### src/rtl/pascal_subset_lexer_top_assert.svh
// Assertion macros for the lexer RTL, used by pcl_outq.
// Each macro expands to one labelled concurrent assertion, reset-qualified.
`ifndef PASCAL_SUBSET_LEXER_TOP_ASSERT_SVH
`define PASCAL_SUBSET_LEXER_TOP_ASSERT_SVH

// same-cycle implication
`define PCL_ASSERT_NOW(label, clk, rst_n, ante, cons) \
  label: assert property (@(posedge clk) disable iff (!rst_n) (ante) |-> (cons)) \
    else $error("lexer assertion failed");

// next-cycle implication
`define PCL_ASSERT_NEXT(label, clk, rst_n, ante, cons) \
  label: assert property (@(posedge clk) disable iff (!rst_n) (ante) |=> (cons)) \
    else $error("lexer assertion failed");

`endif

### src/rtl/pcl_pkg.sv
// Shared types, token/error codes and keyword table for the lexer.
// No dependencies.
`timescale 1ns / 1ps

package pcl_pkg;

  localparam int KEYWORD_CHARS = 9;
  localparam int LINE_BITS     = 16;

  localparam int KW_COUNT   = 18;
  localparam int KW_MAX_LEN = 9;

  localparam logic [7:0] CH_LF     = 8'd10;
  localparam logic [7:0] CH_TAB    = 8'd9;
  localparam logic [7:0] CH_CR     = 8'd13;
  localparam logic [7:0] CH_SPACE  = 8'd32;
  localparam logic [7:0] CH_NUL    = 8'd0;

  // token codes
  localparam logic [5:0] TOK_INTEGER = 6'd6;
  localparam logic [5:0] TOK_REAL    = 6'd7;
  localparam logic [5:0] TOK_IDENT   = 6'd18;
  localparam logic [5:0] TOK_ASSIGN  = 6'd19;
  localparam logic [5:0] TOK_NE      = 6'd20;
  localparam logic [5:0] TOK_GE      = 6'd21;
  localparam logic [5:0] TOK_LE      = 6'd22;
  localparam logic [5:0] TOK_LT      = 6'd23;
  localparam logic [5:0] TOK_GT      = 6'd24;
  localparam logic [5:0] TOK_EQ      = 6'd25;
  localparam logic [5:0] TOK_COMMA   = 6'd26;
  localparam logic [5:0] TOK_COLON   = 6'd27;
  localparam logic [5:0] TOK_SEMI    = 6'd28;
  localparam logic [5:0] TOK_DOT     = 6'd29;
  localparam logic [5:0] TOK_PLUS    = 6'd30;
  localparam logic [5:0] TOK_MINUS   = 6'd31;
  localparam logic [5:0] TOK_SLASH   = 6'd32;
  localparam logic [5:0] TOK_STAR    = 6'd33;
  localparam logic [5:0] TOK_LPAREN  = 6'd34;
  localparam logic [5:0] TOK_RPAREN  = 6'd35;

  // error codes
  localparam logic [5:0] ERR_REAL    = 6'd0;
  localparam logic [5:0] ERR_IDENT   = 6'd1;
  localparam logic [5:0] ERR_COMMENT = 6'd2;
  localparam logic [5:0] ERR_CHAR    = 6'd3;

  // keywords, right-justified: first char sits in the top used byte
  localparam logic [KW_MAX_LEN*8-1:0] KW_TEXT [KW_COUNT] = '{
    "program", "begin", "end", "var", "procedure", "const",
    "integer", "real", "if", "else", "then", "read",
    "write", "while", "do", "for", "to", "downto"
  };
  localparam logic [3:0] KW_LEN [KW_COUNT] = '{
    4'd7, 4'd5, 4'd3, 4'd3, 4'd9, 4'd5, 4'd7, 4'd4, 4'd2,
    4'd4, 4'd4, 4'd4, 4'd5, 4'd5, 4'd2, 4'd3, 4'd2, 4'd6
  };

  typedef enum logic [3:0] {
    MODE_IDLE, MODE_NAME, MODE_INT, MODE_FRAC, MODE_SKIP,
    MODE_LT, MODE_GT, MODE_COLON, MODE_COMMENT
  } scan_mode_e;

  typedef struct packed {
    logic       is_error;
    logic [5:0] code;
  } res_t;

  // results of one scanned byte, handed to the output stage
  typedef struct packed {
    logic [1:0]  count;
    res_t        r0;
    res_t        r1;
    logic [15:0] line;
  } scan_out_t;

  typedef struct packed {
    scan_mode_e mode;
    logic       start_name;
    logic       emit;
    res_t       res;
  } idle_t;

  function automatic res_t mk_res(logic is_err, logic [5:0] code);
    res_t r;
    r.is_error = is_err;
    r.code     = code;
    return r;
  endfunction

  function automatic logic is_digit(logic [7:0] c);
    return (c >= "0") && (c <= "9");
  endfunction

  function automatic logic is_letter(logic [7:0] c);
    return ((c >= "A") && (c <= "Z")) || ((c >= "a") && (c <= "z")) || (c == "_");
  endfunction

  // start of a fresh lexeme from the idle state
  function automatic idle_t scan_idle(logic [7:0] c);
    idle_t r;
    r.mode       = MODE_IDLE;
    r.start_name = 1'b0;
    r.emit       = 1'b1;
    r.res        = mk_res(1'b0, TOK_IDENT);
    if (c == CH_SPACE || c == CH_TAB || c == CH_CR || c == CH_NUL) begin
      r.emit = 1'b0;
    end else if (is_digit(c)) begin
      r.emit = 1'b0;
      r.mode = MODE_INT;
    end else if (is_letter(c)) begin
      r.emit       = 1'b0;
      r.mode       = MODE_NAME;
      r.start_name = 1'b1;
    end else begin
      case (c)
        "<": begin r.emit = 1'b0; r.mode = MODE_LT; end
        ">": begin r.emit = 1'b0; r.mode = MODE_GT; end
        ":": begin r.emit = 1'b0; r.mode = MODE_COLON; end
        "{": begin r.emit = 1'b0; r.mode = MODE_COMMENT; end
        "=": r.res = mk_res(1'b0, TOK_EQ);
        ",": r.res = mk_res(1'b0, TOK_COMMA);
        ";": r.res = mk_res(1'b0, TOK_SEMI);
        ".": r.res = mk_res(1'b0, TOK_DOT);
        "+": r.res = mk_res(1'b0, TOK_PLUS);
        "-": r.res = mk_res(1'b0, TOK_MINUS);
        "/": r.res = mk_res(1'b0, TOK_SLASH);
        "*": r.res = mk_res(1'b0, TOK_STAR);
        "(": r.res = mk_res(1'b0, TOK_LPAREN);
        ")": r.res = mk_res(1'b0, TOK_RPAREN);
        default: r.res = mk_res(1'b1, ERR_CHAR);
      endcase
    end
    return r;
  endfunction

endpackage

### src/rtl/pcl_scan.sv
// Scanner core: mode register, name buffer, keyword match, line counter.
// Depends on pcl_pkg. Produces up to two results per scanned byte.
`timescale 1ns / 1ps

module pcl_scan #(
  parameter int KeywordChars = 9,
  parameter int LineBits     = 16
) (
  input  logic                clk_i,
  input  logic                rst_ni,
  input  logic                fire_i,
  input  logic [7:0]          byte_i,
  output pcl_pkg::scan_out_t  scan_o
);
  import pcl_pkg::*;

  localparam int LenW = $clog2(KeywordChars + 1);
  localparam int IdxW = $clog2(KeywordChars);

  scan_mode_e          mode_q, mode_d;
  logic [7:0]          buf_q [KeywordChars];
  logic [LenW-1:0]     len_q, len_d;
  logic                ovf_q, ovf_d;
  logic [LineBits-1:0] line_q, line_d;

  logic            wr_en;
  logic [IdxW-1:0] wr_idx;
  logic            kw_match;
  logic [5:0]      kw_code;
  res_t            name_res;
  idle_t           idle;
  logic            a_v, b_v, run_idle;
  res_t            a, b;
  logic            alnum;
  logic [LineBits+15:0] line_ext;

  // keyword compare; descending so the lowest table index wins
  always_comb begin
    kw_code  = TOK_IDENT;
    kw_match = 1'b0;
    for (int k = KW_COUNT - 1; k >= 0; k--) begin
      kw_match = (len_q == LenW'(KW_LEN[k]));
      for (int i = 0; i < KW_MAX_LEN; i++) begin
        if (i < int'(KW_LEN[k])) begin
          kw_match = kw_match &&
                     (buf_q[i] == KW_TEXT[k][(int'(KW_LEN[k]) - 1 - i) * 8 +: 8]);
        end
      end
      if (kw_match) begin
        kw_code = 6'(k);
      end
    end
  end

  assign name_res = mk_res(1'b0, ovf_q ? TOK_IDENT : kw_code);
  assign idle     = scan_idle(byte_i);
  assign alnum    = is_letter(byte_i) || is_digit(byte_i);

  always_comb begin
    mode_d   = mode_q;
    len_d    = len_q;
    ovf_d    = ovf_q;
    line_d   = line_q;
    wr_en    = 1'b0;
    wr_idx   = len_q[IdxW-1:0];
    a_v      = 1'b0;
    b_v      = 1'b0;
    a        = name_res;
    b        = mk_res(1'b0, TOK_IDENT);
    run_idle = 1'b0;
    if (byte_i == CH_LF) begin
      // flush the pending lexeme on the old line, then bump the line
      mode_d = MODE_IDLE;
      case (mode_q)
        MODE_NAME:    a_v = 1'b1;
        MODE_INT:     begin a_v = 1'b1; a = mk_res(1'b0, TOK_INTEGER); end
        MODE_FRAC:    begin a_v = 1'b1; a = mk_res(1'b0, TOK_REAL); end
        MODE_LT:      begin a_v = 1'b1; a = mk_res(1'b0, TOK_LT); end
        MODE_GT:      begin a_v = 1'b1; a = mk_res(1'b0, TOK_GT); end
        MODE_COLON:   begin a_v = 1'b1; a = mk_res(1'b0, TOK_COLON); end
        MODE_COMMENT: begin a_v = 1'b1; a = mk_res(1'b1, ERR_COMMENT); end
        default:      a_v = 1'b0;
      endcase
      if (line_q != '1) begin
        line_d = line_q + 1'b1;
      end
    end else begin
      case (mode_q)
        MODE_NAME: begin
          if (alnum) begin
            if (len_q < LenW'(KeywordChars)) begin
              wr_en = 1'b1;
              len_d = len_q + 1'b1;
            end else begin
              ovf_d = 1'b1;
            end
          end else begin
            a_v      = 1'b1;
            run_idle = 1'b1;
          end
        end
        MODE_INT: begin
          if (is_digit(byte_i)) begin
            mode_d = MODE_INT;
          end else if (byte_i == ".") begin
            mode_d = MODE_FRAC;
          end else if (is_letter(byte_i)) begin
            a_v    = 1'b1;
            b_v    = 1'b1;
            a      = mk_res(1'b1, ERR_IDENT);
            b      = mk_res(1'b0, TOK_IDENT);
            mode_d = MODE_SKIP;
          end else begin
            a_v      = 1'b1;
            a        = mk_res(1'b0, TOK_INTEGER);
            run_idle = 1'b1;
          end
        end
        MODE_FRAC: begin
          if (is_digit(byte_i)) begin
            mode_d = MODE_FRAC;
          end else if (is_letter(byte_i)) begin
            a_v    = 1'b1;
            b_v    = 1'b1;
            a      = mk_res(1'b1, ERR_REAL);
            b      = mk_res(1'b0, TOK_REAL);
            mode_d = MODE_SKIP;
          end else begin
            a_v      = 1'b1;
            a        = mk_res(1'b0, TOK_REAL);
            run_idle = 1'b1;
          end
        end
        MODE_SKIP: begin
          run_idle = !alnum;
        end
        MODE_LT: begin
          a_v    = 1'b1;
          mode_d = MODE_IDLE;
          if (byte_i == "=") begin
            a = mk_res(1'b0, TOK_LE);
          end else if (byte_i == ">") begin
            a = mk_res(1'b0, TOK_NE);
          end else begin
            a        = mk_res(1'b0, TOK_LT);
            run_idle = 1'b1;
          end
        end
        MODE_GT: begin
          a_v    = 1'b1;
          mode_d = MODE_IDLE;
          if (byte_i == "=") begin
            a = mk_res(1'b0, TOK_GE);
          end else begin
            a        = mk_res(1'b0, TOK_GT);
            run_idle = 1'b1;
          end
        end
        MODE_COLON: begin
          a_v    = 1'b1;
          mode_d = MODE_IDLE;
          if (byte_i == "=") begin
            a = mk_res(1'b0, TOK_ASSIGN);
          end else begin
            a        = mk_res(1'b0, TOK_COLON);
            run_idle = 1'b1;
          end
        end
        MODE_COMMENT: begin
          if (byte_i == "}") begin
            mode_d = MODE_IDLE;
          end
        end
        default: run_idle = 1'b1;
      endcase
      if (run_idle) begin
        mode_d = idle.mode;
        if (idle.start_name) begin
          wr_en  = 1'b1;
          wr_idx = '0;
          len_d  = LenW'(1);
          ovf_d  = 1'b0;
        end
      end
    end
  end

  // merge primary results with the one from the restarted lexeme
  assign line_ext = {16'b0, line_q};
  always_comb begin
    scan_o.r0    = a_v ? a : idle.res;
    scan_o.r1    = b_v ? b : idle.res;
    scan_o.count = 2'(a_v) + 2'(b_v) + 2'(run_idle && idle.emit);
    scan_o.line  = line_ext[15:0];
  end

  always_ff @(posedge clk_i or negedge rst_ni) begin
    if (!rst_ni) begin
      mode_q <= MODE_IDLE;
      len_q  <= '0;
      ovf_q  <= 1'b0;
      line_q <= LineBits'(1);
    end else if (fire_i) begin
      mode_q <= mode_d;
      len_q  <= len_d;
      ovf_q  <= ovf_d;
      line_q <= line_d;
    end
  end

  always_ff @(posedge clk_i) begin
    for (int i = 0; i < KeywordChars; i++) begin
      if (fire_i && wr_en && (wr_idx == IdxW'(i))) begin
        buf_q[i] <= byte_i;
      end
    end
  end

endmodule

### src/rtl/pcl_outq.sv
// Result pair register: holds the one or two results of a scanned byte
// and hands them out one per handshake. Depends on pcl_pkg.
`timescale 1ns / 1ps

module pcl_outq (
  input  logic               clk_i,
  input  logic               rst_ni,
  input  logic               push_i,
  input  pcl_pkg::scan_out_t data_i,
  output logic               free_o,
  output logic               out_valid_o,
  input  logic               out_ready_i,
  output logic               is_error_o,
  output logic [5:0]         code_o,
  output logic [15:0]        line_o,
  output logic               last_o
);
  import pcl_pkg::*;
  `include "pascal_subset_lexer_top_assert.svh"

  scan_out_t  data_q;
  logic [1:0] cnt_q, cnt_d;   // results still to hand out
  logic       head_q, head_d;
  logic       fire;
  res_t       cur;

  assign out_valid_o = (cnt_q != 2'd0);
  assign fire        = out_valid_o && out_ready_i;
  assign free_o      = (cnt_q == 2'd0) || (fire && (cnt_q == 2'd1));
  assign cur         = head_q ? data_q.r1 : data_q.r0;
  assign is_error_o  = cur.is_error;
  assign code_o      = cur.code;
  assign line_o      = data_q.line;
  assign last_o      = (cnt_q == 2'd1);

  always_comb begin
    cnt_d  = cnt_q;
    head_d = head_q;
    if (push_i) begin
      cnt_d  = data_i.count;
      head_d = 1'b0;
    end else if (fire) begin
      cnt_d  = cnt_q - 2'd1;
      head_d = 1'b1;
    end
  end

  always_ff @(posedge clk_i or negedge rst_ni) begin
    if (!rst_ni) begin
      cnt_q  <= 2'd0;
      head_q <= 1'b0;
    end else begin
      cnt_q  <= cnt_d;
      head_q <= head_d;
    end
  end

  always_ff @(posedge clk_i) begin
    if (push_i) begin
      data_q <= data_i;
    end
  end

  `PCL_ASSERT_NOW(a_push_room, clk_i, rst_ni, push_i, free_o && (data_i.count != 2'd0))
  `PCL_ASSERT_NOW(a_pair_head, clk_i, rst_ni, cnt_q == 2'd2, !head_q)
  `PCL_ASSERT_NEXT(a_second_of_pair, clk_i, rst_ni,
                   fire && (cnt_q == 2'd2), (cnt_q == 2'd1) && head_q && $stable(data_q))

endmodule

### src/rtl/pascal_subset_lexer_top.sv
// Lexer top level: input byte register, scanner core and result pair stage.
// Depends on pcl_pkg, pcl_scan and pcl_outq.
//
//  channel | direction | handshake                 | payload
//  --------+-----------+---------------------------+------------------------------
//  input   | in        | in_valid_i / in_ready_o   | ch_byte_i
//  result  | out       | out_valid_o / out_ready_i | is_error_o code_o line_o last_o
//
// One byte per cycle while the pair stage is free; a byte's results come out of
// the pair register, fed from the input byte register. A byte giving two results
// holds the pair stage for two output handshakes and stalls the input till then.
// Reset sets the scanner idle and the line counter to one; no clearing pass.
// A stalled output backs up through the pair stage to the input register.
`timescale 1ns / 1ps

module pascal_subset_lexer_top #(
  parameter int KeywordChars = pcl_pkg::KEYWORD_CHARS,
  parameter int LineBits     = pcl_pkg::LINE_BITS
) (
  input  logic        clk_i,
  input  logic        rst_ni,
  input  logic        in_valid_i,
  output logic        in_ready_o,
  input  logic [7:0]  ch_byte_i,
  output logic        out_valid_o,
  input  logic        out_ready_i,
  output logic        is_error_o,
  output logic [5:0]  code_o,
  output logic [15:0] line_o,
  output logic        last_o
);
  import pcl_pkg::*;

  logic       full_q;
  logic [7:0] byte_q;
  logic       scan_fire;
  logic       pair_free;
  scan_out_t  scan_res;

  assign scan_fire  = full_q && pair_free;
  assign in_ready_o = !full_q || scan_fire;

  always_ff @(posedge clk_i or negedge rst_ni) begin
    if (!rst_ni) begin
      full_q <= 1'b0;
    end else if (in_valid_i && in_ready_o) begin
      full_q <= 1'b1;
    end else if (scan_fire) begin
      full_q <= 1'b0;
    end
  end

  always_ff @(posedge clk_i) begin
    if (in_valid_i && in_ready_o) begin
      byte_q <= ch_byte_i;
    end
  end

  pcl_scan #(
    .KeywordChars(KeywordChars),
    .LineBits    (LineBits)
  ) u_scan (
    .clk_i (clk_i),
    .rst_ni(rst_ni),
    .fire_i(scan_fire),
    .byte_i(byte_q),
    .scan_o(scan_res)
  );

  pcl_outq u_outq (
    .clk_i      (clk_i),
    .rst_ni     (rst_ni),
    .push_i     (scan_fire && (scan_res.count != 2'd0)),
    .data_i     (scan_res),
    .free_o     (pair_free),
    .out_valid_o(out_valid_o),
    .out_ready_i(out_ready_i),
    .is_error_o (is_error_o),
    .code_o     (code_o),
    .line_o     (line_o),
    .last_o     (last_o)
  );

endmodule
### config.mk
export PLATFORM = sky130hd
export DESIGN_NAME = pascal_subset_lexer_top
export DESIGN_NICKNAME = d
export VERILOG_FILES = /design/src/rtl/pcl_pkg.sv /design/src/rtl/pcl_scan.sv /design/src/rtl/pcl_outq.sv /design/src/rtl/pascal_subset_lexer_top.sv
export VERILOG_INCLUDE_DIRS = /design/src /design/src/rtl
export SDC_FILE = /design/constraint.sdc
export NUM_CORES = 1
export LEC_CHECK = 0
export BUFFER_PORTS_ARGS = -buffer_cell sky130_fd_sc_hd__buf_2
export CORE_ASPECT_RATIO = 1.1
export CORE_MARGIN = 5
export CORE_UTILIZATION = 25
export DETAILED_ROUTE_END_ITERATION = 8
export PLACE_DENSITY = 0.49
export SLEW_MARGIN = 20
export SYNTH_ARGS = -nofsm -noshare
export SYNTH_HDL_FRONTEND = slang
export SYNTH_SLANG_ARGS = --single-unit
### constraint.sdc
create_clock -name clk_i -period 5.2 [get_ports clk_i]
set_input_delay 0.52 -clock clk_i [delete_from_list [all_inputs] [get_ports clk_i]]
set_output_delay 0.52 -clock clk_i [all_outputs]
set_load 0.005 [all_outputs]
Word-level counts from Yosys, hierarchy flattened
Memories as Yosys holds them, arrays and structs flattened.
Cells that the tools add are included.

word-level totals
  register bits = 67
  input bits = 12
  memory bits (read-only) = 0
  bits in latches = 0
  bits in writable memories = 72
  memories = 1

cells by class
  bitwise logic cells = 1
  reduce and logical (&&, ||, !) cells = 128
  $lt $le $gt $ge = 7
  eq/ne operators = 99
  muxes and demuxes = 148
  add/sub/neg operators = 5
  $mul = 0
  shift operators = 0
  divide/modulo/power cells = 0

memories
  name          words  width  read ports  clocked after memory_dff  write ports  line            RTL
  u_scan.buf_q  9      8      9           0                         1            pcl_scan.sv:21  logic [7:0] buf_q [KeywordChars];

operators with widths
  operator                                                                             number
  8-bit by 7-bit == test with 1-bit output, second input constant                      56
  8-bit by 6-bit == test with 1-bit output, second input constant                      14
  7-bit 2-to-1 mux                                                                     16
  4-bit 2-to-1 mux                                                                     27
  6-bit 2-to-1 mux                                                                     18
  1-bit logical AND                                                                    95
  7-bit one-hot mux with 11 select lines                                               1
  1-bit 2-to-1 mux                                                                     65
  8-bit 2-to-1 mux                                                                     8
  8-bit OR reduction                                                                   8
  4-bit by 3-bit == test with 1-bit output, second input constant                      12
  7-bit one-hot mux with 6 select lines                                                1
  7-bit one-hot mux with 5 select lines                                                1
  4-bit one-hot mux with 4 select lines                                                2
  4-bit by 2-bit == test with 1-bit output, second input constant                      6
  8-bit by 4-bit == test with 1-bit output, second input constant                      3
  16-bit by 1-bit adder with 16-bit output, second input constant                      1
  8-bit by 7-bit greater-or-equal comparator with 1-bit output, second input constant  2
  8-bit by 7-bit <= comparator with 1-bit output, second input constant                2
  16-bit != test, second input constant                                                1
  4-bit == test, second input constant                                                 3
  5-bit 2-to-1 mux                                                                     2
  4-bit by 1-bit == test with 1-bit output, second input constant                      2
  8-bit by 6-bit greater-or-equal comparator with 1-bit output, second input constant  1
  other kinds (26)                                                                     41

Depth between registers and ports, before layout
Gate-level depths: netlist (run 1).
An unclocked memory read counts as a cell.

  depth after elaboration = 32
  mapped depth = 10

By module
Synthesis (run 1) repeated with hierarchy kept, for this count alone.

second synthesis, totals
  cells, all modules = 646
  area total of the unflattened synthesis = 7444.6 um^2

by module, submodules not included
  module                   sequential area each (um^2)  cells each  area an instance (um^2)  times used
  pcl_scan                 2788.9                       559         5841.9                   1
  pcl_outq                 975.9                        73          1295.0                   1
  pascal_subset_lexer_top  265.3                        14          307.8                    1

Least setup slack after synthesis (run 1)
Ideal clock, no wire load.

  kind = register to register
  from = register byte_q[0]
  to = register u_outq.data_q[16] in the netlist's numbering (enable)
  buffers on the path = 0
  stages on the path, launching flop included = 9
  library setup time = 0.429 ns
  slack = 0.852 ns
  data required time = 4.771 ns
  arrival time = 3.919 ns
  cell sequence = edfxtp_1 or4_4 a21oi_4 o211ai_1 o211a_1 nor2_1 nand3_1 fa_1 a21oi_1

on the way
  word-level cells in the longest chain between the ends = 14
  elaborated cells on any way between the ends = 60
  those cells by class = add/sub (2); order compare (6); eq/ne (11); mux (26); reduce/logical (15)

RTL lines
  what                                                                                                                                   line                              RTL
  start: declaration                                                                                                                     pascal_subset_lexer_top.sv:35     logic [7:0] byte_q;
  start signal: assignment                                                                                                               pascal_subset_lexer_top.sv:55     byte_q <= ch_byte_i;
  8-bit by 7-bit greater-or-equal comparator with 1-bit output / 8-bit by 7-bit <= comparator with 1-bit output (equally long branches)  pcl_pkg.sv:95                     return ((c >= "A") && (c <= "Z")) || ((c >= "a") && (c <= "z")) || (c == "_");
  1-bit logical AND                                                                                                                      pcl_pkg.sv:95
  1-bit logical OR (2 in a row)                                                                                                          pcl_pkg.sv:95
  1-bit 2-to-1 mux                                                                                                                       pcl_scan.sv:107, pcl_scan.sv:122
  1-bit 2-to-1 mux                                                                                                                       pcl_scan.sv:105                   end else if (byte_i == ".") begin
  1-bit 2-to-1 mux                                                                                                                       pcl_scan.sv:103                   if (is_digit(byte_i)) begin
  1-bit one-hot mux with 7 select lines                                                                                                  pcl_scan.sv:88                    case (mode_q)
  1-bit 2-to-1 mux (2 in a row)                                                                                                          pcl_scan.sv:71                    if (byte_i == CH_LF) begin
  1-bit logical AND                                                                                                                      pcl_scan.sv:193                   scan_o.count = 2'(a_v) + 2'(b_v) + 2'(run_idle && idle.emit);
  2-bit by 1-bit adder with 2-bit output *                                                                                               pcl_scan.sv:193
  2-bit nonzero test *                                                                                                                   pascal_subset_lexer_top.sv:73     .push_i (scan_fire && (scan_res.count != 2'd0)),
  1-bit logical AND *                                                                                                                    pascal_subset_lexer_top.sv:73
  named net u_outq.push_i                                                                                                                pcl_outq.sv:8                     input logic push_i,
  end signal: assignment                                                                                                                 pcl_outq.sv:60                    data_q <= data_i;
  end: declaration                                                                                                                       pcl_outq.sv:21                    scan_out_t data_q;

Mark *: on every way through the listed nets, which the timed path passes. The rest lies on a longest branch. The select of a mux whose other input is x is not followed.
A chain may end at the register's enable or synchronous reset.

Worst setup path after layout (run 1)
  from = register byte_q[1]
  to = register u_outq.data_q, in the netlist u_outq.line_o[1] (enable)

The elaborated chain is that of the path after synthesis.

==> results of run 1 <==
==> logic make-up after synthesis <==
| group | synth area share |
|---|---|
| buffers and inverters | 0.0368 |
| AOI/OAI and AO/OA | 0.103 |
| and+or+nand+nor | 0.250 |
| adders and majority gates | 0.0165 |
| muxes | 0.0181 |
| DFF | 0.554 |
| xor gates and xnor gates | 0.0217 |
==> cell usage after synthesis (6+ instances only) <==
| cell | count |
|---|---|
| nand3_1 | 25 |
| nor4bb_1 | 10 |
| nand3b_1 | 6 |
| o21ai_0 | 25 |
| and2_1 | 8 |
| buf_4 | 16 |
| inv_1 | 14 |
| a21oi_1 | 19 |
| nor3_1 | 17 |
| nor2b_1 | 14 |
| edfxtp_1 | 110 |
| mux2_2 | 9 |
| nand2_1 | 49 |
| xnor2_1 | 14 |
| and3b_1 | 7 |
| nand4_1 | 21 |
| nor2_1 | 40 |
| and4b_1 | 7 |
| nor4_1 | 18 |
| nand2b_1 | 12 |
| clkbuf_1 | 18 |
| nand4b_1 | 8 |
| and4_1 | 6 |
| dfrtp_1 | 28 |
| ha_1 | 8 |
| nor3b_1 | 6 |
| and3_1 | 7 |
==> worst paths after layout <==
path                            slack (ns)  depth (start not counted)                          from                           end
min in group clk_i                    0.27                          1                  ch_byte_i[2]           byte_q[2]$_DFFE_PP_
worst max register to register        1.38                          9           byte_q[1]$_DFFE_PP_    u_outq.line_o[1]$_DFFE_PP_
worst min register to register        0.48                          1  u_scan.line_q[5]$_DFFE_PN0P_  u_scan.line_q[5]$_DFFE_PN0P_
worst max-delay path                  1.38                          9           byte_q[1]$_DFFE_PP_    u_outq.line_o[1]$_DFFE_PP_
max in group asynchronous             4.59                          1                        rst_ni     u_outq.head_q$_DFFE_PN0P_
worst min-delay path                  0.15                          1                        rst_ni  u_scan.line_q[4]$_DFFE_PN0P_
==> routing by layer <==
metal / vias up / wire length [um]
met5: - / 0
met4: 0 / 597
li1: 2493 / -
met1: 2571 / 8560
met2: 173 / 9330
met3: 39 / 882
==> flip-flops by register name, indices dropped and copies added (netlist names) <==
name,cells
u_scan.mode_q,4
byte_q,8
full_q,1
u_outq.head_q,1
u_scan.line_q,16
u_outq.data_q,14
u_outq.cnt_q,2
u_scan.len_q,4
u_scan.buf_q,72
u_scan.ovf_q,1
u_outq.line_o,16
==> through the flow <==
step	hold slack, ns	total power, mW	cell area [um^2]
final	0.150	3.96	8370
after global placement	0.481	2.80	7780
after global routing	0.202	4.21	8370
after detailed placement	0.483	2.80	7780
after CTS	0.166	4.01	8370
after floorplan	0.224	2.44	7270
==> power by group <==
group / internal (mW) / total, mW / switching, mW
sequential: 1.48 / 1.68 / 0.207
combinational: 0.444 / 1.08 / 0.638
clock: 0.716 / 1.20 / 0.479
==> layout make-up <==
type                    count  area (um^2)
clock inverters            14          161
flip-flops and latches    139         4030
well taps                 368          460
inverters                  15         56.3
repair buffers             45          245
clock buffers              18          429
fillers                  2920        20300
multi-input cells         438         2990
==> parameters.txt, run 1 <==
Parameter                              Value

Run status
  Status ... complete, no violations

GRT
  Peak-usage layer in the global routing report ... met2
  Combined global-route utilization of all metal layers ... 0.120
  Pin count of the biggest net entering global routing ... 32
  Met1 capacity usage during global routing ... 0.156
  Grt total ovfl ... 0
  GR met3 Demand/Resource ... 0.0178
  Wire length of the first global-routing pass ... 31.1 mm
  Via count of the first global-routing pass ... 5239
  Antenna violations before repair ... 0
  Met2 Use GR ... 0.199

Min path
  Min-Delay Path Class ... in2async

Cells and area
  Most frequent standard cell in the layout excluding fill and tap cells ... edfxtp_1
  Most frequent cells in the layout ... 110 x edfxtp_1, 49 x nand2_1, 40 x nor2_1, 37 x buf_2, 28 x dfrtp_1
  Final core occ ... 0.292
  Area added between synthesis and finish ... 15.2%
  Fraction of final layout cells with drive strength greater than 1 ... 0.169
  Net count reported at finish ... 677
  Number of standard cells in the final layout excluding fillers ... 1037
  Diodes inserted ... 0

Clocking
  Largest buffer count on any clock path ... 2
  CTS tree ... done
  Clk Tree Root Cell ... clkbuf_16
  Post-CTS Hold Fix Bufs ... 0
  Number of setup buffers added after CTS ... 0
  Clock buffers created by TritonCTS ... 17
  Later-pin clock latency in the skew report ... 0.42 ns
  Post-CTS clock slew at the launch and capture registers of the worst setup and hold paths ... 0.06 ns
  Total number of clock tree sinks ... 139
  Cells resized by post-CTS repair ... 0
  Deepest level of the CTS H-tree ... 4

Setup path
  Critical path peak fanout ... 31
  CP Capture Type ... register
  Cell seen most often among critical-path stages ... a21oi_4
  Peak per-stage delay on the critical path ... 0.78 ns
  Cells along the critical path ... or4_4, a21oi_4, o211ai_1, o211a_1, nor2_1, nand3_1, fa_1, a21oi_4, buf_4
  Arrival time at the worst endpoint ... 3.89 ns
  Slowest cell on the critical path ... edfxtp_1
  Endpoint required time on the critical path ... 5.28 ns
  Critical Setup Path Class ... reg2reg
  Critical Path Start Type ... register
  Number of buffers and inverters on the critical path ... 1
  Kind of cell with the highest combined delay on the critical path ... simple AND/OR/NAND/NOR gates

Route
  Total wire length ... 19.4 mm
  Initial DRC Count ... 421
  TritonRoute pass-1 iters ... 7
  Average wire per standard cell ... 18.7 um
  Residual antenna-violating net count after detailed routing ... 0
  Via Count ... 5276
  Number of vias per cell after detailed routing ... 5.09
  Post-route DRC violation count ... 0

Logic synthesis
  Number of flops mapped to enable cells by yosys ... 110
  Area contributors post-synth ... edfxtp_1 45%, dfrtp_1 9.6%, nand2_1 2.5%, nor2_1 2.1%, nand4_1 1.8%
  Number of library cell types mapped by synthesis ... 83
  Cell area after synthesis ... 0.00727 mm^2
  Synth Flop Type ... edfxtp_1
  Synth warnings ... 0
  Syn Nets ... 652
  Flip-flop and latch count after synthesis ... 139
  Mapped Avg Cell Area ... 11.5 um^2
  Fraction of registers with async set or reset after synthesis ... 0.209
  Share of the yosys chip area belonging to registers ... 0.554
  Number of standard cells after synthesis ... 631
  Yosys top cell by area ... edfxtp_1
  Proportion of netlist area held by the largest area contributor ... 0.454

STA
  Min setup slack post-route ... 1.38 ns
  Clock skew ... 0.00964 ns
  Max Freq ... 0.262 GHz
  Clock period minus worst slack ... 3.82 ns
  Hold violation count in the final report ... 0
  Setup TNS Final ... 0 ns
  Final period util ... 0.734
  Number of max-slew violations in the final report ... 0
  Worst slew margin relative to its limit ... 0.345
  Setup repair after global routing missed its margin ... no
  Slew at the pin closest to its max-slew limit ... 0.983 ns
  # setup viols final ... 0

Place
  Global placer's final weighted congestion ... 0.940
  Inst Count DP ... 1005
  Pre-CTS setup slack ... 1.39 ns
  HPWL reported at the end of detailed placement ... 14.3 mm
  Number of port buffers ... 37

Floorplan
  Chip width ... 173 um
  Starting utilization of the core area ... 0.253
  Ports placed on the boundary ... 38
  Die footprint ... 0.0326 mm^2
  Vert. Die Dim ... 189 um
  Floorplan Core Area ... 0.0287 mm^2
  Number of placement rows ... 65

Run
  Max-cap check violation count ... 0

Pwr
  Leak ... 2.85 nW
  Worst-case vdd ir drop ... 289 uV
  Power density normalized to cell area ... 473 mW/mm^2
No activity file was read; power rests on OpenSTA's default activity.
==> inputs of run 2 (changes only) <==
Clock period 5.2 ns to 3.95 ns, I/O delays scaled along.
==> parameters.txt, run 2 (same netlist as run 1, synthesis figures left out) <==
Parameter                              Value

Run status
  Status ... complete, no violations

Clocking
  Number of setup buffers added after CTS ... 0 (unchanged)
  Post-CTS Hold Fix Bufs ... 0 (unchanged)
  Largest buffer count on any clock path ... 2 (unchanged)
  Total number of clock tree sinks ... 139 (unchanged)
  CTS tree ... done
  Post-CTS clock slew at the launch and capture registers of the worst setup and hold paths ... 0.06 ns (about the same)
  Clock buffers created by TritonCTS ... 17 (unchanged)
  Deepest level of the CTS H-tree ... 4 (unchanged)
  Cells resized by post-CTS repair ... 0 (unchanged)
  Clk Tree Root Cell ... clkbuf_16
  Later-pin clock latency in the skew report ... 0.42 ns (about the same)

Place
  Global placer's final weighted congestion ... 0.935 (-0.52%)
  Standard cell area after detailed placement ... 0.00791 mm^2 (+1.6%)
  Number of port buffers ... 37 (unchanged)
  HPWL reported at the end of detailed placement ... 15.1 mm (+5.3%)

Pwr
  Switching power total ... 1.79 mW (+35%)
  Comb pwr share ... 0.290 (+0.017)
  Total power ... 5.37 mW (+35%)
  Worst-case vdd ir drop ... 514 uV (+78%)
  Switching power as a share of total power ... 0.333 (-0.00126)
  Power density normalized to cell area ... 630 mW/mm^2 (+33%)
  Share of total power in the clock network ... 0.306 (+0.004)
  Sequential group share of total power ... 0.404 (-0.021)
  Leak ... 2.94 nW (+3.2%)
  Internal Dissipation ... 3.58 mW (+36%)

Floorplan
  Chip width ... 173 um (unchanged)
  Number of placement rows ... 65 (unchanged)
  Ports placed on the boundary ... 38 (unchanged)
  Starting utilization of the core area ... 0.253 (unchanged)
  Die footprint ... 0.0326 mm^2 (unchanged)
  Floorplan Core Area ... 0.0287 mm^2 (unchanged)
  Vert. Die Dim ... 189 um (unchanged)

Route
  Post-route DRC violation count ... 0 (unchanged)
  Average wire per standard cell ... 19.0 um (+1.9%)
  Initial DRC Count ... 599 (+42%)
  Via Count ... 5401 (+2.4%)
  Residual antenna-violating net count after detailed routing ... 0 (unchanged)
  TritonRoute pass-1 iters ... 5 (-2)
  Number of vias per cell after detailed routing ... 5.13 (+0.81%)
  Total wire length ... 20.0 mm (+3.5%)

Cells and area
  Diodes inserted ... 0 (unchanged)
  Number of flip-flops in the largest register ... 72 (unchanged)
  Net count reported at finish ... 693 (+2.4%)
  Number of filler cells placed in the layout ... 2942 (+0.75%)
  Most frequent standard cell in the layout excluding fill and tap cells ... edfxtp_1
  Fraction of final layout cells with drive strength greater than 1 ... 0.187 (+0.0180)
  Area added between synthesis and finish ... 17.2%
  Register with the most flip-flops ... u_scan.buf_q
  Post-route cell area ... 0.00852 mm^2 (+1.8%)
  Most frequent cells in the layout ... 110 x edfxtp_1, 49 x nand2_1, 40 x nor2_1, 37 x buf_2, 28 x dfrtp_1

GRT
  Pin count of the biggest net entering global routing ... 32 (unchanged)
  Grt total ovfl ... 0 (unchanged)
  Antenna violations before repair ... 0 (unchanged)
  Via count of the first global-routing pass ... 5313 (+1.4%)
  Combined global-route utilization of all metal layers ... 0.123 (+0.00311)
  Wire length of the first global-routing pass ... 31.3 mm (+0.69%)

STA
  Hold violation count in the final report ... 0 (unchanged)
  # setup viols final ... 0 (unchanged)
  Clock period minus worst slack ... 3.39 ns (-0.427 ns)
  Worst slew margin relative to its limit ... 0.494 (+0.149)
  Final period util ... 0.858 (+0.124)
  Slew at the pin closest to its max-slew limit ... 0.749 ns (-0.234 ns)
  Max Freq ... 0.295 GHz (+13%)
  Setup repair after global routing missed its margin ... no
  Setup TNS Final ... 0 ns (unchanged)
  Clock skew ... 0.00789 ns (-0.00176 ns)
  Number of max-slew violations in the final report ... 0 (unchanged)

Setup path
  Critical path peak fanout ... 31 (unchanged)
  Critical Path Start Type ... register
  Worst r2r src ... byte_q[1]$_DFFE_PP_
  CP Capture Type ... register
  Critical Path Start ... byte_q[1]$_DFFE_PP_
  Critical Setup Path Class ... reg2reg
  Endpoint required time on the critical path ... 4.07 ns (-1.21 ns)
  Arrival time at the worst endpoint ... 3.50 ns (-0.39 ns)

Min path
  Min-Delay Path Class ... in2async

Run
  Max-cap check violation count ... 0 (unchanged)
[run 2: routing by layer]
metal / global-route usage / wire (um)
met1: 0.152 / 8410
met2: 0.203 / 9680
met3: 0.0248 / 1070
met4: 0.0637 / 872
met5: 0 / 0
[run 2: metrics by stage]
step	setup WS, ns	util	std cells	hold slack, ns
finish	0.560	0.297	1053	0.0308
global route	0.332	0.297	1053	0.0759
CTS	0.577	0.297	1053	0.0402
detailed placement	0.608	0.276	1021	0.487
global placement	0.616	0.276	1021	0.476
floorplan	0.270	-	631	0.0994
[run 2: worst paths after layout]
check / end / slack (ns) / cells past startpoint
worst min-delay path: u_scan.len_q[3]$_DFFE_PN0P_ / 0.03 / 1
worst max-delay path: u_outq.line_o[12]$_DFFE_PP_ / 0.56 / 10
min in group clk_i: byte_q[2]$_DFFE_PP_ / 0.15 / 1
worst min register to register: u_scan.line_q[5]$_DFFE_PN0P_ / 0.49 / 1
worst max register to register: u_outq.line_o[12]$_DFFE_PP_ / 0.56 / 10
max in group asynchronous: u_scan.line_q[7]$_DFFE_PN0P_ / 3.46 / 1
[run 2: final cells by class]
cell class / count / area [um^2] / area share
clock buffers: 17 / 425 / 0.0499
multi-input cells: 438 / 2990 / 0.350
inverters: 15 / 56.3 / 0.00661
repair buffers: 61 / 378 / 0.0443
flip-flops and latches: 139 / 4030 / 0.473
well taps: 368 / 460 / 0.0540
clock inverters: 15 / 186 / 0.0219
[run 2: worst max-delay path, stage by stage, from the launching register on]
cell,delay [ns]
edfxtp_1,0.62
buf_4,0.31
nand3b_1,0.09
a311o_1,0.41
or2_4,0.27
nand3_2,0.11
nand4_4,0.13
inv_2,0.21
fa_1,0.49
a21oi_4,0.20
buf_12,0.22
[run 2: power by group through the flow]
stage	Clock (mW)	Combinational (mW)	Sequential [mW]
final	1.64	1.56	2.17
after global routing	1.74	1.71	2.21
after CTS	1.68	1.57	2.17
after detailed placement	0	1.56	2.20
after global placement	0	1.57	2.20
after floorplan	0	1.14	2.07
==> inputs of run 3 (changes only) <==
Settings changed: ABC_AREA from default to 1.
==> parameters.txt, run 3 <==
Parameter                              Value

Run status
  Status ... complete, no violations

Logic synthesis
  Flip-flop and latch count after synthesis ... 139 (unchanged)
  Number of library cell types mapped by synthesis ... 54 (-35%)
  Multiplexer share of the synthesized area ... 0.0102 (-0.00788)
  Synth warnings ... 0 (unchanged)
  Number of flops mapped to enable cells by yosys ... 110 (unchanged)
  Share of synthesized cell area in full adder, half adder and majority cells ... 0.0155 (-0.000999)
  Synth Flop Type ... edfxtp_1
  Share of the synthesized area in compound gates (AO/OA/AOI/OAI) ... 0.0506 (-0.0525)
  Main combinational cell family by area after synthesis ... simple AND/OR/NAND/NOR gates
  Area contributors post-synth ... edfxtp_1 43%, dfrtp_1 9.1%, nand2_1 7.9%, nor2_1 7.1%, inv_1 6.2%
  Post-synthesis simple-gate area fraction ... 0.301 (+0.0513)
  Proportion of netlist area held by the largest area contributor ... 0.427 (-0.0275)
  Fraction of registers with async set or reset after synthesis ... 0.209 (unchanged)
  Parity-gate share of the synthesized area counting xor and xnor cells ... 0.0170 (-0.00471)
  Yosys top cell by area ... edfxtp_1
  Cell area after synthesis ... 0.00774 mm^2 (+6.4%)
  Syn Nets ... 911 (+40%)
  Number of standard cells after synthesis ... 890 (+41%)
  Commonest cells post-synth ... 163 x nand2_1, 147 x nor2_1, 128 x inv_1
  Share of the yosys chip area belonging to registers ... 0.521 (-0.0335)
  Mapped Avg Cell Area ... 8.70 um^2 (-25%)
  Cell with the most instances after synthesis ... nand2_1

Route
  Via Count ... 6118 (+13%)
  Number of vias per cell after detailed routing ... 4.47 (-13%)
  TritonRoute pass-1 iters ... 5 (unchanged)
  Total wire length ... 20.9 mm (+4.1%)
  Initial DRC Count ... 379 (-37%)
  Average wire per standard cell ... 15.2 um (-20%)
  Residual antenna-violating net count after detailed routing ... 0 (unchanged)
  Post-route DRC violation count ... 0 (unchanged)

Setup path
  Critical Path Start Type ... register
  Number of buffers and inverters on the critical path ... 4 (+1)
  Cells along the critical path ... inv_2, nor3_1, nand2_1, nand2_1, inv_1, nand3_2, nand3_2, nand3b_1, fa_1, nor2_1, nor2_1, inv_1, buf_4
  R2R cell count ... 13 (+3)
  Minimum setup slack among reg-to-reg paths ... 0.58 ns (+0.02 ns)
  CP Capture Type ... register
  Slowest cell on the critical path ... edfxtp_1
  Critical path peak fanout ... 15 (-52%)
  Endpoint required time on the critical path ... 4.07 ns (about the same)
  End of the worst register-to-register path ... u_outq.data_q[18]$_DFFE_PP_
  Peak per-stage delay on the critical path ... 0.69 ns (+0.07 ns)
  Kind of cell with the highest combined delay on the critical path ... simple AND/OR/NAND/NOR gates
  Worst r2r src ... byte_q[1]$_DFFE_PP_
  Arrival time at the worst endpoint ... 3.50 ns (about the same)
  Critical Setup Path Class ... reg2reg

Cells and area
  Number of flip-flops in the largest register ... 72 (unchanged)
  Area added between synthesis and finish ... 16.4%
  Most frequent cells in the layout ... 163 x nand2_1, 147 x nor2_1, 128 x inv_1, 110 x edfxtp_1, 75 x nand3_1
  Net count reported at finish ... 964 (+39%)
  Most frequent standard cell in the layout excluding fill and tap cells ... nand2_1
  Register with the most flip-flops ... u_scan.buf_q
  Fraction of final layout cells with drive strength greater than 1 ... 0.147 (-0.0394)
  Diodes inserted ... 0 (unchanged)
  Post-route cell area ... 0.00901 mm^2 (+5.7%)

STA
  Hold violation count in the final report ... 0 (unchanged)
  Clock period minus worst slack ... 3.37 ns (-0.0154 ns)
  Worst slew margin relative to its limit ... 0.517 (+0.0230)
  Setup repair after global routing missed its margin ... no
  Setup TNS Final ... 0 ns (unchanged)
  Clock skew ... 0.0103 ns (+0.00242 ns)
  Number of max-slew violations in the final report ... 0 (unchanged)
  # setup viols final ... 0 (unchanged)
  Slew at the pin closest to its max-slew limit ... 0.725 ns (-0.0243 ns)
  Final period util ... 0.854 (-0.00389)
  Max Freq ... 0.296 GHz (+0.45%)

Floorplan
  Die footprint ... 0.0346 mm^2 (+6.1%)
  Chip width ... 178 um (+3.0%)
  Floorplan Core Area ... 0.0305 mm^2 (+6.3%)
  Vert. Die Dim ... 195 um (+3.0%)
  Ports placed on the boundary ... 38 (unchanged)
  Number of placement rows ... 67 (+3.1%)
  Starting utilization of the core area ... 0.254 (+0.000348)

GRT
  Via count of the first global-routing pass ... 6116 (+15%)
  Wire length of the first global-routing pass ... 33.3 mm (+6.6%)
  Antenna violations before repair ... 0 (unchanged)
  Combined global-route utilization of all metal layers ... 0.125 (+0.00185)
  Grt total ovfl ... 0 (unchanged)
  Pin count of the biggest net entering global routing ... 30 (-6.3%)

Pwr
  Sequential group share of total power ... 0.409 (+0.005)
  Comb pwr share ... 0.288 (-0.002)
  Switching power as a share of total power ... 0.343 (+0.00989)
  Power density normalized to cell area ... 573 mW/mm^2 (-9.0%)
  Worst-case vdd ir drop ... 302 uV (-41%)
  Switching power total ... 1.77 mW (-0.93%)
  Internal Dissipation ... 3.39 mW (-5.2%)
  Leak ... 3.67 nW (+25%)
  Share of total power in the clock network ... 0.304 (-0.002)

Place
  Global placer's final weighted congestion ... 0.903 (-3.4%)
  Number of port buffers ... 37 (unchanged)
  Standard cell area after detailed placement ... 0.00843 mm^2 (+6.6%)
  HPWL reported at the end of detailed placement ... 16.3 mm (+7.9%)

Clocking
  Clk Tree Root Cell ... clkbuf_16
  Number of setup buffers added after CTS ... 0 (unchanged)
  Largest buffer count on any clock path ... 2 (unchanged)
  CTS tree ... done
  Deepest level of the CTS H-tree ... 4 (unchanged)
  Post-CTS clock slew at the launch and capture registers of the worst setup and hold paths ... 0.07 ns (about the same)
  Cells resized by post-CTS repair ... 0 (unchanged)
  Clock buffers created by TritonCTS ... 17 (unchanged)
  Post-CTS Hold Fix Bufs ... 0 (unchanged)
  Later-pin clock latency in the skew report ... 0.43 ns (about the same)
  Total number of clock tree sinks ... 139 (unchanged)

Min path
  Min-Delay Path Class ... in2async

Run
  Max-cap check violation count ... 0 (unchanged)
==> run 3: cell types whose count changed in the layout (fill, tap and decap cells not counted), moves of 14 or more <==
cell,before,now
inv_1,14,128
nor3_1,17,35
nand3_1,25,75
nor2b_1,14,0
nor2_1,40,147
nand2_1,49,163
==> run 3: power groups by stage <==
stage / Combinational, mW / Sequential, mW / Clock [mW]
after floorplan: 1.07 / 2.07 / 0
after global routing: 1.66 / 2.15 / 1.67
after detailed placement: 1.51 / 2.14 / 0
after global placement: 1.52 / 2.15 / 0
after CTS: 1.51 / 2.12 / 1.61
final: 1.48 / 2.11 / 1.57
==> run 3: worst max path at each step <==
stage	start	end	slack [ns]	cells after the start
floorplan	byte_q[6]$_DFFE_PP_	u_outq.data_q[16]$_DFFE_PP_	0.68	13
global placement	byte_q[1]$_DFFE_PP_	u_outq.data_q[24]$_DFFE_PP_	0.66	13
detailed placement	byte_q[3]$_DFFE_PP_	u_outq.data_q[16]$_DFFE_PP_	0.56	13
CTS	byte_q[1]$_DFFE_PP_	u_outq.data_q[18]$_DFFE_PP_	0.54	13
global route	byte_q[6]$_DFFE_PP_	u_outq.data_q[19]$_SDFFCE_PP0P_	0.29	14
finish	byte_q[1]$_DFFE_PP_	u_outq.data_q[18]$_DFFE_PP_	0.58	13
==> run 3: kinds of logic (layout without fill, tap and decap cells) <==
logic type      after synthesis  in the layout
simple gates                501            501
flops                       139            139
mux                           7              7
compound gates               64             64
fa+ha+maj                     9              9
xor+xnor                     15             15
buf+inv                     155            221
==> run 3: area by class of cell <==
class                      count  area [um^2]
inverter                     137          523
multi-input combinational    596         3050
clock inverter                13          141
clock buffer                  19          433
tap                          414          518
fill                        3283        21500
timing repair buffer          52          310
sequential                   139         4030
==> run 3: metal layers <==
layer / wire (um) / up-vias / GRT usage
met1: 9190 / 2813 / 0.155
met3: 925 / 54 / 0.0247
met4: 932 / 0 / 0.0685
met2: 9810 / 187 / 0.202
li1: - / 3064 / -
met5: 0 / - / 0
==> run 3: per-stage QoR <==
stage               hold slack (ns)   util  power (mW)  worst slack, ns  cells
floorplan                    0.0994      -        3.14            0.682    890
global placement              0.477  0.276        3.67            0.662   1338
finish                       0.0210  0.295        5.16            0.576   1370
global route                 0.0877  0.295        5.48            0.288   1370
CTS                          0.0403  0.295        5.24            0.536   1370
detailed placement            0.475  0.276        3.65            0.555   1338
